==> src/hdl/csvt_pkg.sv <==
// shared types and character constants for the csv record tokenizer
package csvt_pkg;

  // character codes
  localparam logic [7:0] CH_DQUOTE = 8'h22;
  localparam logic [7:0] CH_SQUOTE = 8'h27;
  localparam logic [7:0] CH_TAB    = 8'h09;
  localparam logic [7:0] CH_COMMA  = 8'h2C;
  localparam logic [7:0] CH_LF     = 8'h0A;
  localparam logic [7:0] CH_CR     = 8'h0D;

  // input operation codes
  localparam logic OP_BYTE = 1'b0;
  localparam logic OP_END  = 1'b1;

  // configuration register indexes
  localparam logic CFG_DELIM_TAB = 1'b0;
  localparam logic CFG_DQ_ONLY   = 1'b1;

  // parser mode
  typedef enum logic [2:0] {
    M_REC_START  = 3'd0,
    M_FLD_START  = 3'd1,
    M_UNQUOTED   = 3'd2,
    M_QUOTED     = 3'd3,
    M_QUOTE_SEEN = 3'd4,
    M_DISCARD    = 3'd5,
    M_AFTER_CR   = 3'd6
  } mode_t;

  // result kinds
  typedef enum logic [1:0] {
    K_BYTE   = 2'd0,
    K_FIELD  = 2'd1,
    K_RECORD = 2'd2,
    K_ERROR  = 2'd3
  } kind_t;

endpackage

==> src/hdl/csv_record_tokenizer.sv <==
// Byte-serial CSV tokenizer: one byte or end-of-input mark per transfer, at most one result
// each. Items pass through an input register, a combinational decode against the 3-bit parse
// mode, and a result register, so one item is taken every cycle while the result register
// is not stalled. The parse mode register updates once per accepted item, which sets the rate.
// A stalled result register stalls the input register but items that give no result still
// drain when the output is free. Configuration (delimiter, quote set) is to be written only
// while the block is idle; the block itself does not enforce this.
module csv_record_tokenizer
  import csvt_pkg::*;
(
  input  logic       clk,
  input  logic       rst_n,
  // configuration
  input  logic       cfg_we,
  input  logic       cfg_index,
  input  logic       cfg_wdata,
  // input channel
  input  logic       in_valid,
  output logic       in_ready,
  input  logic       in_operation,
  input  logic [7:0] in_data_byte,
  // result channel
  output logic       out_valid,
  input  logic       out_ready,
  output logic [1:0] out_result_kind,
  output logic [7:0] out_field_byte
);

  // configuration registers
  logic delim_tab_r, dq_only_r;

  always_ff @(posedge clk) begin
    if (!rst_n) begin
      delim_tab_r <= 1'b0;
      dq_only_r   <= 1'b0;
    end else if (cfg_we) begin
      unique case (cfg_index)
        CFG_DELIM_TAB: delim_tab_r <= cfg_wdata;
        CFG_DQ_ONLY:   dq_only_r   <= cfg_wdata;
        default:       ;
      endcase
    end
  end

  // input register
  logic       s1_valid_r;
  logic       s1_op_r;
  logic [7:0] s1_byte_r;
  logic       s1_fire;

  assign in_ready = !s1_valid_r || s1_fire;

  always_ff @(posedge clk) begin
    if (!rst_n) begin
      s1_valid_r <= 1'b0;
    end else if (in_ready) begin
      s1_valid_r <= in_valid;
    end
  end

  always_ff @(posedge clk) begin
    if (in_valid && in_ready) begin
      s1_op_r   <= in_operation;
      s1_byte_r <= in_data_byte;
    end
  end

  // parse state
  mode_t mode_r, mode_nxt;
  logic  single_r, single_nxt;

  // result register
  logic       out_valid_r, out_valid_nxt;
  kind_t      kind_r;
  logic [7:0] fbyte_r;

  assign s1_fire = s1_valid_r && (!out_valid_r || out_ready);

  // character classes
  logic [7:0] delim_ch, quote_ch;
  logic       is_delim, is_cr, is_lf, is_eof_ch, opens_quote, close_quote;

  assign delim_ch    = delim_tab_r ? CH_TAB : CH_COMMA;
  assign quote_ch    = single_r ? CH_SQUOTE : CH_DQUOTE;
  assign is_delim    = (s1_byte_r == delim_ch);
  assign is_cr       = (s1_byte_r == CH_CR);
  assign is_lf       = (s1_byte_r == CH_LF);
  assign is_eof_ch   = is_delim || is_cr || is_lf;
  assign close_quote = (s1_byte_r == quote_ch);
  assign opens_quote = (s1_byte_r == CH_DQUOTE) || ((s1_byte_r == CH_SQUOTE) && !dq_only_r);

  // end-of-field decode, shared by several modes
  mode_t eof_mode;
  kind_t eof_kind;

  always_comb begin
    if (is_delim) begin
      eof_mode = M_FLD_START;
      eof_kind = K_FIELD;
    end else if (is_cr) begin
      eof_mode = M_AFTER_CR;
      eof_kind = K_RECORD;
    end else begin
      eof_mode = M_REC_START;
      eof_kind = K_RECORD;
    end
  end

  // field-start decode
  mode_t fs_mode;
  logic  fs_single, fs_res;
  kind_t fs_kind;

  always_comb begin
    fs_single = single_r;
    if (is_eof_ch) begin
      fs_mode = eof_mode;
      fs_res  = 1'b1;
      fs_kind = eof_kind;
    end else if (opens_quote) begin
      fs_mode   = M_QUOTED;
      fs_single = (s1_byte_r == CH_SQUOTE);
      fs_res    = 1'b0;
      fs_kind   = K_BYTE;
    end else begin
      fs_mode = M_UNQUOTED;
      fs_res  = 1'b1;
      fs_kind = K_BYTE;
    end
  end

  // next mode and result
  logic  res_valid;
  kind_t res_kind;

  always_comb begin
    mode_nxt   = mode_r;
    single_nxt = single_r;
    res_valid  = 1'b0;
    res_kind   = K_BYTE;
    if (s1_op_r == OP_END) begin
      mode_nxt = M_REC_START;
      unique case (mode_r) inside
        M_QUOTED: begin
          res_valid = 1'b1;
          res_kind  = K_ERROR;
        end
        M_FLD_START, M_UNQUOTED, M_QUOTE_SEEN, M_DISCARD: begin
          res_valid = 1'b1;
          res_kind  = K_RECORD;
        end
        default: ;
      endcase
    end else begin
      unique case (mode_r)
        M_UNQUOTED: begin
          res_valid = 1'b1;
          if (is_eof_ch) begin
            mode_nxt = eof_mode;
            res_kind = eof_kind;
          end
        end
        M_QUOTED: begin
          if (close_quote) begin
            mode_nxt = M_QUOTE_SEEN;
          end else begin
            res_valid = 1'b1;
          end
        end
        M_QUOTE_SEEN: begin
          if (close_quote) begin
            mode_nxt  = M_QUOTED;
            res_valid = 1'b1;
          end else if (is_eof_ch) begin
            mode_nxt  = eof_mode;
            res_valid = 1'b1;
            res_kind  = eof_kind;
          end else begin
            mode_nxt = M_DISCARD;
          end
        end
        M_DISCARD: begin
          if (is_eof_ch) begin
            mode_nxt  = eof_mode;
            res_valid = 1'b1;
            res_kind  = eof_kind;
          end
        end
        M_AFTER_CR: begin
          if (is_lf) begin
            mode_nxt = M_REC_START;
          end else begin
            mode_nxt   = fs_mode;
            single_nxt = fs_single;
            res_valid  = fs_res;
            res_kind   = fs_kind;
          end
        end
        default: begin
          mode_nxt   = fs_mode;
          single_nxt = fs_single;
          res_valid  = fs_res;
          res_kind   = fs_kind;
        end
      endcase
    end
  end

  // parse state register
  always_ff @(posedge clk) begin
    if (!rst_n) begin
      mode_r   <= M_REC_START;
      single_r <= 1'b0;
    end else if (s1_fire) begin
      mode_r   <= mode_nxt;
      single_r <= single_nxt;
    end
  end

  // result register
  always_comb begin
    if (s1_fire && res_valid) begin
      out_valid_nxt = 1'b1;
    end else if (out_ready) begin
      out_valid_nxt = 1'b0;
    end else begin
      out_valid_nxt = out_valid_r;
    end
  end

  always_ff @(posedge clk) begin
    if (!rst_n) begin
      out_valid_r <= 1'b0;
    end else begin
      out_valid_r <= out_valid_nxt;
    end
  end

  always_ff @(posedge clk) begin
    if (s1_fire && res_valid) begin
      kind_r  <= res_kind;
      fbyte_r <= (res_kind == K_BYTE) ? s1_byte_r : 8'h00;
    end
  end

  assign out_valid       = out_valid_r;
  assign out_result_kind = kind_r;
  assign out_field_byte  = fbyte_r;

`ifndef SYNTHESIS
  // non-byte results carry a zero byte
  a_zero_byte: assert property (@(posedge clk) disable iff (!rst_n)
    out_valid_r && (kind_r != K_BYTE) |-> (fbyte_r == 8'h00))
    else $error("non-byte result with nonzero byte");

  // end of input always returns the parser to record start
  a_end_resets: assert property (@(posedge clk) disable iff (!rst_n)
    s1_fire && (s1_op_r == OP_END) |=> (mode_r == M_REC_START))
    else $error("end of input left parser outside record start");

  // a record end caused by CR arms the LF swallow
  a_cr_mode: assert property (@(posedge clk) disable iff (!rst_n)
    s1_fire && (s1_op_r == OP_BYTE) && res_valid && (res_kind == K_RECORD) && is_cr
    |=> (mode_r == M_AFTER_CR))
    else $error("record end on CR without after-CR mode");

  // an error result only follows an end of input in a quoted field
  a_error_src: assert property (@(posedge clk) disable iff (!rst_n)
    s1_fire && res_valid && (res_kind == K_ERROR)
    |-> (s1_op_r == OP_END) && (mode_r == M_QUOTED))
    else $error("error result from wrong state");
`endif

endmodule
==> config.mk <==
export PLATFORM = sky130hd
export DESIGN_NAME = csv_record_tokenizer
export DESIGN_NICKNAME = d
export VERILOG_FILES = /design/src/hdl/csvt_pkg.sv /design/src/hdl/csv_record_tokenizer.sv
export SDC_FILE = /design/constraint.sdc
export NUM_CORES = 1
export LEC_CHECK = 0
export ABC_AREA = 1
export BUFFER_PORTS_ARGS = -buffer_cell sky130_fd_sc_hd__buf_2
export CAP_MARGIN = 5
export CORE_ASPECT_RATIO = 1.4
export CORE_MARGIN = 2
export CORE_UTILIZATION = 30
export DETAILED_ROUTE_END_ITERATION = 8
export GPL_TIMING_DRIVEN = 0
export MAX_ROUTING_LAYER = met4
export PLACE_DENSITY_LB_ADDON = 0.25
export RECOVER_POWER = 50
export SYNTH_ARGS = -nofsm -noshare
export SYNTH_HDL_FRONTEND = slang
export SYNTH_SLANG_ARGS = --single-unit
==> constraint.sdc <==
create_clock -name clk -period 2.1 [get_ports clk]
set_clock_uncertainty 0.2 [all_clocks]
set_input_delay 0 -clock clk [delete_from_list [all_inputs] [get_ports clk]]
set_output_delay 0 -clock clk [all_outputs]
set_load 0.05 [all_outputs]
==> impl_metrics.py, run 1 <==
metrics = {
    "global_routing": {
        "grt_pass1_wl_um": 5510,
        "grt_util_met2_pct": 22.1,
        "grt_pass1_vias": 1287,
        "grtUsageTotal_pct": 12.3,
        "overflow": 0,
        "grtUsageMet1_pct": 13.1,
        "gr-usage-met3_pct": 2.00,
        "grt_max_degree": 18,
        "antenna_found_initial": 0,
        "busiest_layer": "met2",
    },
    "setup_path": {
        "r2r_end": "out_result_kind[0]$_DFFE_PP_",
        "start_kind": "flip-flop",
        "regToRegSetupSlack_ns": 0.05,
        "critical_path.max_fanout": 6,
        "r2r_cells": 8,
        "cp.required_ns": 1.94,
        "endpoint_kind": "flip-flop",
        "arrival_ns": 1.89,
        "critPathKind": "reg2reg",
        "regToRegStartpoint": "mode_r[1]$_SDFFE_PN0P_",
    },
    "cts": {
        "cts_max_level": 1,
        "clock_latency_ns": 0.28,
        "cts_buffers": 3,
        "cts_tree": "done",
        "clock_sink_count": 27,
        "clk_pin_slew_worst_paths_ns": 0.10,
        "cts_buffer_depth": 2,
        "clockRootBuffer": "clkbuf_8",
    },
    "synthesis": {
        "syn_inst": 194,
        "netlist_area_um2": 1580,
        "synth_edf_count": 19,
        "ys_seq_elements": 27,
        "async_flop_share_pct": 0,
        "synth_top_family_by_area": "simple AND/OR/NAND/NOR gates",
        "yosysSeqAreaShare_pct": 46.2,
        "synth_warnings": 0,
        "yosysUniqueCellTypes": 33,
        "synth_mux_area_share_pct": 0,
        "synth-simple-area-share_pct": 37.1,
        "syn-num-nets": 211,
        "synth-compound-area-share_pct": 7.92,
        "synth_fa_ha_area_share_pct": 0.792,
        "avgSynthCellArea_um2": 8.15,
        "synth_xor_area_share_pct": 0,
        "synth_ff_type": "edfxtp_1",
    },
    "drt": {
        "drcViolationCount": 0,
        "dr.pass1.iters": 4,
        "ant_nets": 0,
        "via_count": 1430,
        "wl_um": 3610,
        "drt-initial-drc-count": 22,
        "wire_per_inst_um": 11.1,
        "post_drt_via_cell_ratio": 4.40,
    },
    "timing": {
        "final.period_utilization_pct": 97.4,
        "relSlewSlack_pct": 60.4,
        "finalSetupViolCount": 0,
        "fmax_mhz": 489,
        "min_period_ns": 2.05,
        "whs_ns": 0.219,
        "worstMarginPinSlew_ns": 0.596,
        "hold_viol": 0,
        "rsz0062_at_grt": "yes",
        "slew_viol_final": 0,
    },
    "placement": {
        "io_buffers": 27,
        "hpwl_um": 2580,
        "dp_cells": 287,
        "gp_congestion": 0.932,
    },
    "finish": {
        "final_nets": 277,
        "nFillCells": 548,
        "final_cells": 325,
        "synthToLayoutAreaGrowth_pct": 42.1,
        "drive_gt1_share_pct": 34.7,
        "multi_input_comb_area_um2": 816,
        "antenna_cells": 0,
        "final_cell_mix": "nand2_1 (42), inv_1 (21), edfxtp_1 (19), dlygate4sd3_1 (18), nor2_1 (17)",
        "seq_area_um2": 733,
        "final_common_cell": "nand2_1",
    },
    "power_and_ir_drop": {
        "p_per_area_nw_per_um2": 505,
        "vdd_ir_drop_max_v": 0.000363,
        "leakagePower_uw": 0.00102,
    },
    "worst_hold_path": {
        "hp-class": "in2reg",
        "hold_start": "in_data_byte[0]",
        "hold_depth": 2,
        "min_to": "s1_byte_r[0]$_DFFE_PP_",
    },
    "die": {
        "die_y_um": 89.9,
        "dieArea_um2": 5870,
        "initial_core_util_pct": 30.9,
        "ios": 28,
        "core_um2": 5120,
        "core.rowCount": 31,
        "die_x_um": 65.3,
    },
    "job": {
        "max_cap_violations": 0,
    },
    "run_status": {
        "status": "finished, final reports clean",
    },
}
==> cells in the mapped netlist (2+ instances only) <==
master | count | area [um2]
nand2_1 | 50 | 188
nor2_1 | 25 | 93.8
inv_1 | 23 | 86.3
edfxtp_1 | 19 | 571
nand3_1 | 14 | 70.1
dfxtp_1 | 8 | 160
a21oi_1 | 7 | 35.0
inv_2 | 6 | 22.5
nand2_2 | 4 | 25.0
nand3_2 | 4 | 40.0
nor2_2 | 4 | 25.0
o21ai_0 | 4 | 20.0
nor2_4 | 3 | 33.8
nand4_2 | 2 | 25.0
nor2_8 | 2 | 40.0
nor3_1 | 2 | 10.0
==> how the worst max path moves through the flow <==
stage / slack, ns / end / cells past startpoint / from
floorplan: 0.04 / s1_byte_r[0]$_DFFE_PP_ / 3 / out_valid$_SDFFE_PN0P_
global placement: -0.15 / out_field_byte[6]$_SDFFCE_PP0P_ / 10 / s1_byte_r[4]$_DFFE_PP_
detailed placement: -0.16 / out_field_byte[7]$_SDFFCE_PP0P_ / 9 / s1_byte_r[4]$_DFFE_PP_
finish: 0.05 / out_result_kind[0]$_DFFE_PP_ / 8 / mode_r[1]$_SDFFE_PN0P_
global route: -0.07 / out_result_kind[1]$_DFFE_PP_ / 10 / s1_byte_r[0]$_DFFE_PP_
CTS: 0.02 / s1_valid_r$_SDFFE_PN0N_ / 8 / out_ready
==> timing repair <==
action,CTS,global route
endpoints found under the hold margin,17,0
resized for setup,3,33
pin swaps,0,12
endpoints found under the setup margin,10,16
buffers inserted,0,15
hold buffers,19,0
cloned,0,1
==> where the power goes <==
group,internal [uW],total [uW],switching (uW)
logic,81.3,200,119
clock network,140,318,178
registers,597,616,19.2
==> final cells by class <==
type / count / share of cell area [%]
clock buffer: 3 / 1.84
tap: 66 / 3.68
buffer: 1 / 0.501
sequential: 27 / 32.6
timing repair buffer: 60 / 19.0
clock inverter: 1 / 0.390
inverter: 30 / 5.35
timing repair inverter: 1 / 0.279
multi-input combinational: 136 / 36.3
==> layer usage <==
metal	part of all wire [%]	wire, um
met1	41	1480
met2	54	1960
met3	2.9	103
met4	1.8	64
met5	0	0
==> through the flow <==
| step | instance area (um2) | total power (uW) | TNS [ns] | utilization [%] | setup WS, ns |
|---|---|---|---|---|---|
| 2_1_floorplan | 1580 | 731 | 0 | - | 0.0361 |
| 4_1_cts | 2040 | 1120 | 0 | 39.9 | 0.0153 |
| 6_report | 2250 | 1130 | 0 | 43.9 | 0.0540 |
| 5_1_grt | 2250 | 1180 | -0.433 | 43.9 | -0.0708 |
| 3_3_place_gp | 1800 | 773 | -1.54 | 35.1 | -0.155 |
| 3_5_place_dp | 1800 | 774 | -1.57 | 35.1 | -0.157 |
==> worst max-delay path, stage by stage (launching register included) <==
cell and delay [ns]:
dfxtp_1 0.40, inv_4 0.13, nand3_1 0.12, o211ai_1 0.24, nand2_4 0.12, a21oi_4 0.17, nand2_2 0.08, o21bai_4 0.23
clkinv_4 0.11
==> state kept, by name, indices dropped and copies added, names as in the netlist <==
name and count:
out_valid 1, out_result_kind 2, mode_r 3, s1_op_r 1, single_r 1, out_field_byte 8, s1_byte_r 8, delim_tab_r 1
s1_valid_r 1, dq_only_r 1
==> cell families (layout without fill, tap and decap cells) <==
logic type                 count (synthesis)  count (layout)
and+or+nand+nor                          115             115
AOI/OAI and AO/OA                         20              20
adders and majority gates                  1               1
buffers and inverters                     31              96
DFF                                       27              27
Power figures use the tool's default switching activity.
==> run 2: changes to the inputs <==
--- a/config.mk
+++ b/config.mk
@@ -12,3 +12,3 @@
 export CORE_MARGIN = 2
-export CORE_UTILIZATION = 30
+export CORE_UTILIZATION = 50
 export DETAILED_ROUTE_END_ITERATION = 8
==> constraint.sdc (replaced) <==
create_clock -name clk -period 2.1 [get_ports clk]
set_clock_uncertainty 0.2 [all_clocks]
set_input_delay 0.42 -clock clk [delete_from_list [all_inputs] [get_ports clk]]
set_output_delay 0.42 -clock clk [all_outputs]
set_load 0.05 [all_outputs]
==> run 2 against run 1 <==
Net effect: register-to-register slack gained 0.03 ns; fmax grew 1.2%; via count shrank 2.7%; clock-buffer cell count is the same; sequential power is essentially flat; combinational power shrank 22%; critical path depth grew 1; largest cell class unchanged; highest routed layer unchanged.
==> impl_metrics.py, run 2 (synthesized netlist as in run 1, its figures left out) <==
metrics = {
    "drt": {
        "wire_per_inst_um": 11.4,
        "dr.pass1.iters": 4,
        "via_count": 1391,
        "wl_um": 3050,
        "ant_nets": 0,
        "drt-initial-drc-count": 43,
        "drcViolationCount": 0,
        "post_drt_via_cell_ratio": 5.19,
    },
    "cts": {
        "cts_max_level": 1,
        "ctsHoldBuffers": 0,
        "clock_sink_count": 27,
        "clockRootBuffer": "clkbuf_8",
        "cts_tree": "done",
        "cts_buffer_depth": 2,
        "clk_pin_slew_worst_paths_ns": 0.10,
        "cts_buffers": 3,
        "clock_latency_ns": 0.28,
    },
    "global_routing": {
        "busiest_layer": "met2",
        "grtUsageMet1_pct": 20.6,
        "overflow": 0,
        "gr-usage-met3_pct": 2.35,
        "grt_pass1_wl_um": 4960,
        "grtUsageTotal_pct": 18.2,
        "grt_util_met2_pct": 30.3,
        "grt_max_degree": 18,
        "grt_pass1_vias": 1261,
        "antenna_found_initial": 0,
    },
    "placement": {
        "placed_area_um2": 1760,
        "gp_congestion": 0.914,
        "io_buffers": 27,
        "hpwl_um": 2300,
    },
    "timing": {
        "worstMarginPinSlew_ns": 0.592,
        "final.period_utilization_pct": 96.2,
        "finalSetupViolCount": 0,
        "relSlewSlack_pct": 60.7,
        "fmax_mhz": 495,
        "slew_viol_final": 0,
        "hold_viol": 0,
        "fin_setup_tns_ns": 0,
        "min_period_ns": 2.02,
    },
    "setup_path": {
        "start_kind": "flip-flop",
        "cpPeakStageDelay_ns": 0.49,
        "arrival_ns": 1.86,
        "crit_chain": "buf_4 -> nand4_2 -> nor2_4 -> nor2_2 -> nand2_1 -> nand2_1 -> nand2_1 -> o21bai_2 -> inv_4",
        "critical_path.max_fanout": 10,
        "cp_slowest_cell": "edfxtp_1",
        "cpMostUsedCell": "nand2_1",
        "endpoint_kind": "flip-flop",
        "cp.required_ns": 1.93,
        "critPathKind": "reg2reg",
    },
    "finish": {
        "final_common_cell": "nand2_1",
        "final_nets": 247,
        "final_cell_mix": "nand2_1 (48), nor2_1 (23), inv_1 (22), buf_2 (19), edfxtp_1 (19)",
        "drive_gt1_share_pct": 28.8,
        "final_design_area_no_fill_um2": 1870,
        "synthToLayoutAreaGrowth_pct": 18.4,
        "antenna_cells": 0,
        "nFillCells": 290,
    },
    "die": {
        "ios": 28,
        "core_um2": 3060,
        "initial_core_util_pct": 51.6,
        "die_y_um": 70.5,
        "core.rowCount": 24,
        "dieArea_um2": 3630,
        "die_x_um": 51.5,
    },
    "run_status": {
        "status": "finished, final reports clean",
    },
    "power_and_ir_drop": {
        "totalPowerFinal_uw": 1080,
        "leakagePower_uw": 0.000880,
        "vdd_ir_drop_max_v": 0.000416,
        "p_per_area_nw_per_um2": 580,
    },
    "job": {
        "max_cap_violations": 0,
    },
    "worst_hold_path": {
        "hp-class": "in2reg",
    },
}
run 2: what timing repair did:
| item | in CTS | in global routing |
|---|---|---|
| gates resized for setup | 2 | 9 |
| setup endpoints to repair | 10 | 11 |
| pin swaps | 0 | 4 |
| setup buffers | 0 | 4 |
run 2: cell type report:
class	count	area, um2	area share, %
multi-input cells	136	757	40.5
flip-flops and latches	27	731	39.1
inverters	30	118	6.29
well taps	39	48.8	2.61
repair buffers	31	155	8.29
clock buffers	3	41.3	2.21
clock inverters	1	8.76	0.468
plain buffers	1	11.3	0.602
run 2: stage by stage:
stage / worst slack, ns / cells / hold slack (ns) / util (%)
2_1_floorplan: 0.0361 / 194 / 0.234 / -
3_3_place_gp: -0.0884 / 260 / 0.244 / 57.6
3_5_place_dp: -0.0987 / 260 / 0.252 / 57.6
4_1_cts: 0.0305 / 264 / 0.106 / 59.3
5_1_grt: -0.0774 / 268 / 0.0926 / 61.1
6_report: 0.0790 / 268 / 0.106 / 61.1
run 2: power by group:
group	total, uW	internal, uW	leakage [uW]	switching (uW)
combinational	157	49.7	0.000609	107
clock	312	139	0.0000261	173
sequential	616	597	0.000246	18.5
run 2: worst paths after layout:
| kind | start | endpoint | slack, ns | depth (start not counted) |
|---|---|---|---|---|
| worst max-delay path | s1_byte_r[3]$_DFFE_PP_ | out_result_kind[0]$_DFFE_PP_ | 0.08 | 9 |
| worst min-delay path | in_data_byte[3] | s1_byte_r[3]$_DFFE_PP_ | 0.11 | 1 |
| worst max register to register | s1_byte_r[3]$_DFFE_PP_ | out_result_kind[0]$_DFFE_PP_ | 0.08 | 9 |
| worst min register to register | dq_only_r$_SDFFE_PN0P_ | dq_only_r$_SDFFE_PN0P_ | 0.26 | 2 |
run 2: worst max-delay path: cells and delay by family (launching register included):
kind                   cells  cell delay, ns
AOI/OAI and AO/OA          1            0.21
buffers and inverters      2            0.29
DFF                        1            0.49
and+or+nand+nor            6            0.59
run 2: routing by layer:
layer	up-vias	share of wire, %
met2	50	52
met1	631	40
li1	700	-
met5	-	0
met3	10	4.8
met4	0	2.6
==> run 3: changes to the inputs <==
SETUP_SLACK_MARGIN = 0.5   (was unset)
==> run 3 against run 2 <==
Net effect: first-iteration DRC count up 4.7%; largest power group unchanged; clock power is 4% lower; register-to-register slack barely moved; final cell count increased by 4.9%; critical path depth is 1 higher; sequential share of layout area down 5.6 points; highest routed layer unchanged; hold slack gained 0.0070 ns.
==> impl_metrics.py, run 3 (synthesized netlist as in run 1, its figures left out) <==
metrics = {
    "run_status": {
        "status": "finished, final reports clean",
    },
    "setup_path": {
        "crit_chain": "inv_2 -> nor2_1 -> nand3_1 -> nand2_2 -> nand2_4 -> nand2_2 -> nand2_2 -> nand2_2 -> o21bai_4 -> inv_4",
        "critical_path.max_fanout": 10,
        "regToRegSetupSlack_ns": 0.08,
        "cpMostUsedCell": "nand2_2",
        "arrival_ns": 1.81,
        "cpPeakStageDelay_ns": 0.51,
        "endpoint_kind": "flip-flop",
        "cp_slowest_cell": "edfxtp_1",
        "critPathKind": "reg2reg",
        "cp.required_ns": 1.89,
        "start_kind": "flip-flop",
    },
    "global_routing": {
        "grt_pass1_wl_um": 5660,
        "overflow": 0,
        "grtUsageTotal_pct": 20.6,
        "antenna_found_initial": 0,
        "grt_max_degree": 17,
        "grt_pass1_vias": 1373,
    },
    "power_and_ir_drop": {
        "clock_power_share_pct": 26.9,
        "leakagePower_uw": 0.000974,
        "p_int_uw": 801,
        "vdd_ir_drop_max_v": 0.000612,
        "power_frac_comb_pct": 17.6,
        "seqPwrFrac_pct": 55.5,
        "totalPowerFinal_uw": 1120,
        "switching_share_pct": 28.3,
        "p_per_area_nw_per_um2": 509,
        "p_sw_uw": 316,
    },
    "cts": {
        "clockRootBuffer": "clkbuf_8",
        "clock_sink_count": 27,
        "clock_latency_ns": 0.28,
        "cts_max_level": 1,
        "cts_buffer_depth": 2,
        "cts_buffers": 3,
        "clk_pin_slew_worst_paths_ns": 0.09,
        "cts_tree": "done",
        "ctsHoldBuffers": 0,
    },
    "timing": {
        "relSlewSlack_pct": 60.7,
        "fin_setup_tns_ns": 0,
        "min_period_ns": 2.02,
        "hold_viol": 0,
        "fmax_mhz": 495,
        "final.period_utilization_pct": 96.2,
        "finalSetupViolCount": 0,
        "whs_ns": 0.113,
        "slew_viol_final": 0,
        "rsz0062_at_grt": "yes",
        "worstMarginPinSlew_ns": 0.591,
    },
    "die": {
        "initial_core_util_pct": 51.6,
        "ios": 28,
        "core.rowCount": 24,
        "die_x_um": 51.5,
        "die_y_um": 70.5,
        "dieArea_um2": 3630,
        "core_um2": 3060,
    },
    "drt": {
        "via_count": 1487,
        "wire_per_inst_um": 13.9,
        "dr.pass1.iters": 4,
        "drcViolationCount": 0,
        "post_drt_via_cell_ratio": 5.29,
        "wl_um": 3900,
        "drt-initial-drc-count": 45,
        "ant_nets": 0,
    },
    "finish": {
        "drive_gt1_share_pct": 46.7,
        "final_cell_mix": "nand2_1 (35), edfxtp_1 (19), inv_1 (18), nand2_2 (17), nor2_1 (17)",
        "nFillCells": 222,
        "synthToLayoutAreaGrowth_pct": 38.9,
        "final_nets": 260,
        "antenna_cells": 0,
        "final_cells": 281,
        "final_common_cell": "nand2_1",
    },
    "placement": {
        "dp_cells": 260,
        "io_buffers": 27,
        "hpwl_um": 2290,
        "gp_congestion": 0.931,
    },
    "worst_hold_path": {
        "hp-class": "in2reg",
    },
    "job": {
        "max_cap_violations": 0,
    },
}
## run 3: changes by cell type in the layout (fill, tap and decap cells not counted), moves of 6 or more
cell	previous run	this run
buf_4	4	10
buf_6	1	8
nand2_1	48	35
nand2_2	6	17
nor2_1	23	17
## run 3: area by class of cell
type | instances | area (um2) | share of cell area (%)
inverter | 30 | 123 | 5.59
buffer | 1 | 11.3 | 0.513
multi-input combinational | 136 | 950 | 43.3
tap | 39 | 48.8 | 2.22
clock inverter | 1 | 7.51 | 0.342
sequential | 27 | 734 | 33.5
clock buffer | 3 | 41.3 | 1.88
timing repair buffer | 44 | 279 | 12.7
## run 3: metal layers
| metal | track usage, % | part of all wire (%) |
|---|---|---|
| met4 | 9.06 | 3.0 |
| met3 | 1.92 | 5.0 |
| met5 | - | 0 |
| met2 | 34.6 | 53 |
| met1 | 24.5 | 39 |
## run 3: stage by stage
| step | util [%] | instance area [um2] | worst slack (ns) |
|---|---|---|---|
| after CTS | 66.2 | 2030 | 0.192 |
| final | 71.7 | 2190 | 0.0791 |
| after global placement | 59.0 | 1810 | 0.0251 |
| after floorplan | - | 1620 | 0.278 |
| after detailed placement | 59.0 | 1810 | 0.0405 |
| after global routing | 71.7 | 2190 | -0.0371 |
## run 3: power groups by stage
stage	registers (uW)	logic, uW	clock network (uW)
2_1_floorplan	655	81.7	0
3_3_place_gp	628	148	0
3_5_place_dp	628	149	0
4_1_cts	617	170	304
5_1_grt	622	213	325
6_report	621	196	300
## run 3: final timing paths
check | start | cells past startpoint | to
worst max-delay path | s1_byte_r[2]$_DFFE_PP_ | 10 | out_field_byte[7]$_SDFFCE_PP0P_
worst min-delay path | in_operation | 1 | s1_op_r$_DFFE_PP_
worst min register to register | dq_only_r$_SDFFE_PN0P_ | 2 | dq_only_r$_SDFFE_PN0P_
worst max register to register | s1_byte_r[2]$_DFFE_PP_ | 10 | out_field_byte[7]$_SDFFCE_PP0P_
## run 3: timing repair
action / CTS / global route
setup endpoints to repair: 25 / 26
cloned: 0 / 0
resized for setup: 26 / 33
pin swaps: 18 / 15
setup buffers: 11 / 6
## run 3: critical path, delay by kind of cell, from the launching register on
kind	cells	cell delay (ns)
buffers and inverters	2	0.21
AOI/OAI and AO/OA	1	0.09
and+or+nand+nor	7	0.71
DFF	1	0.51
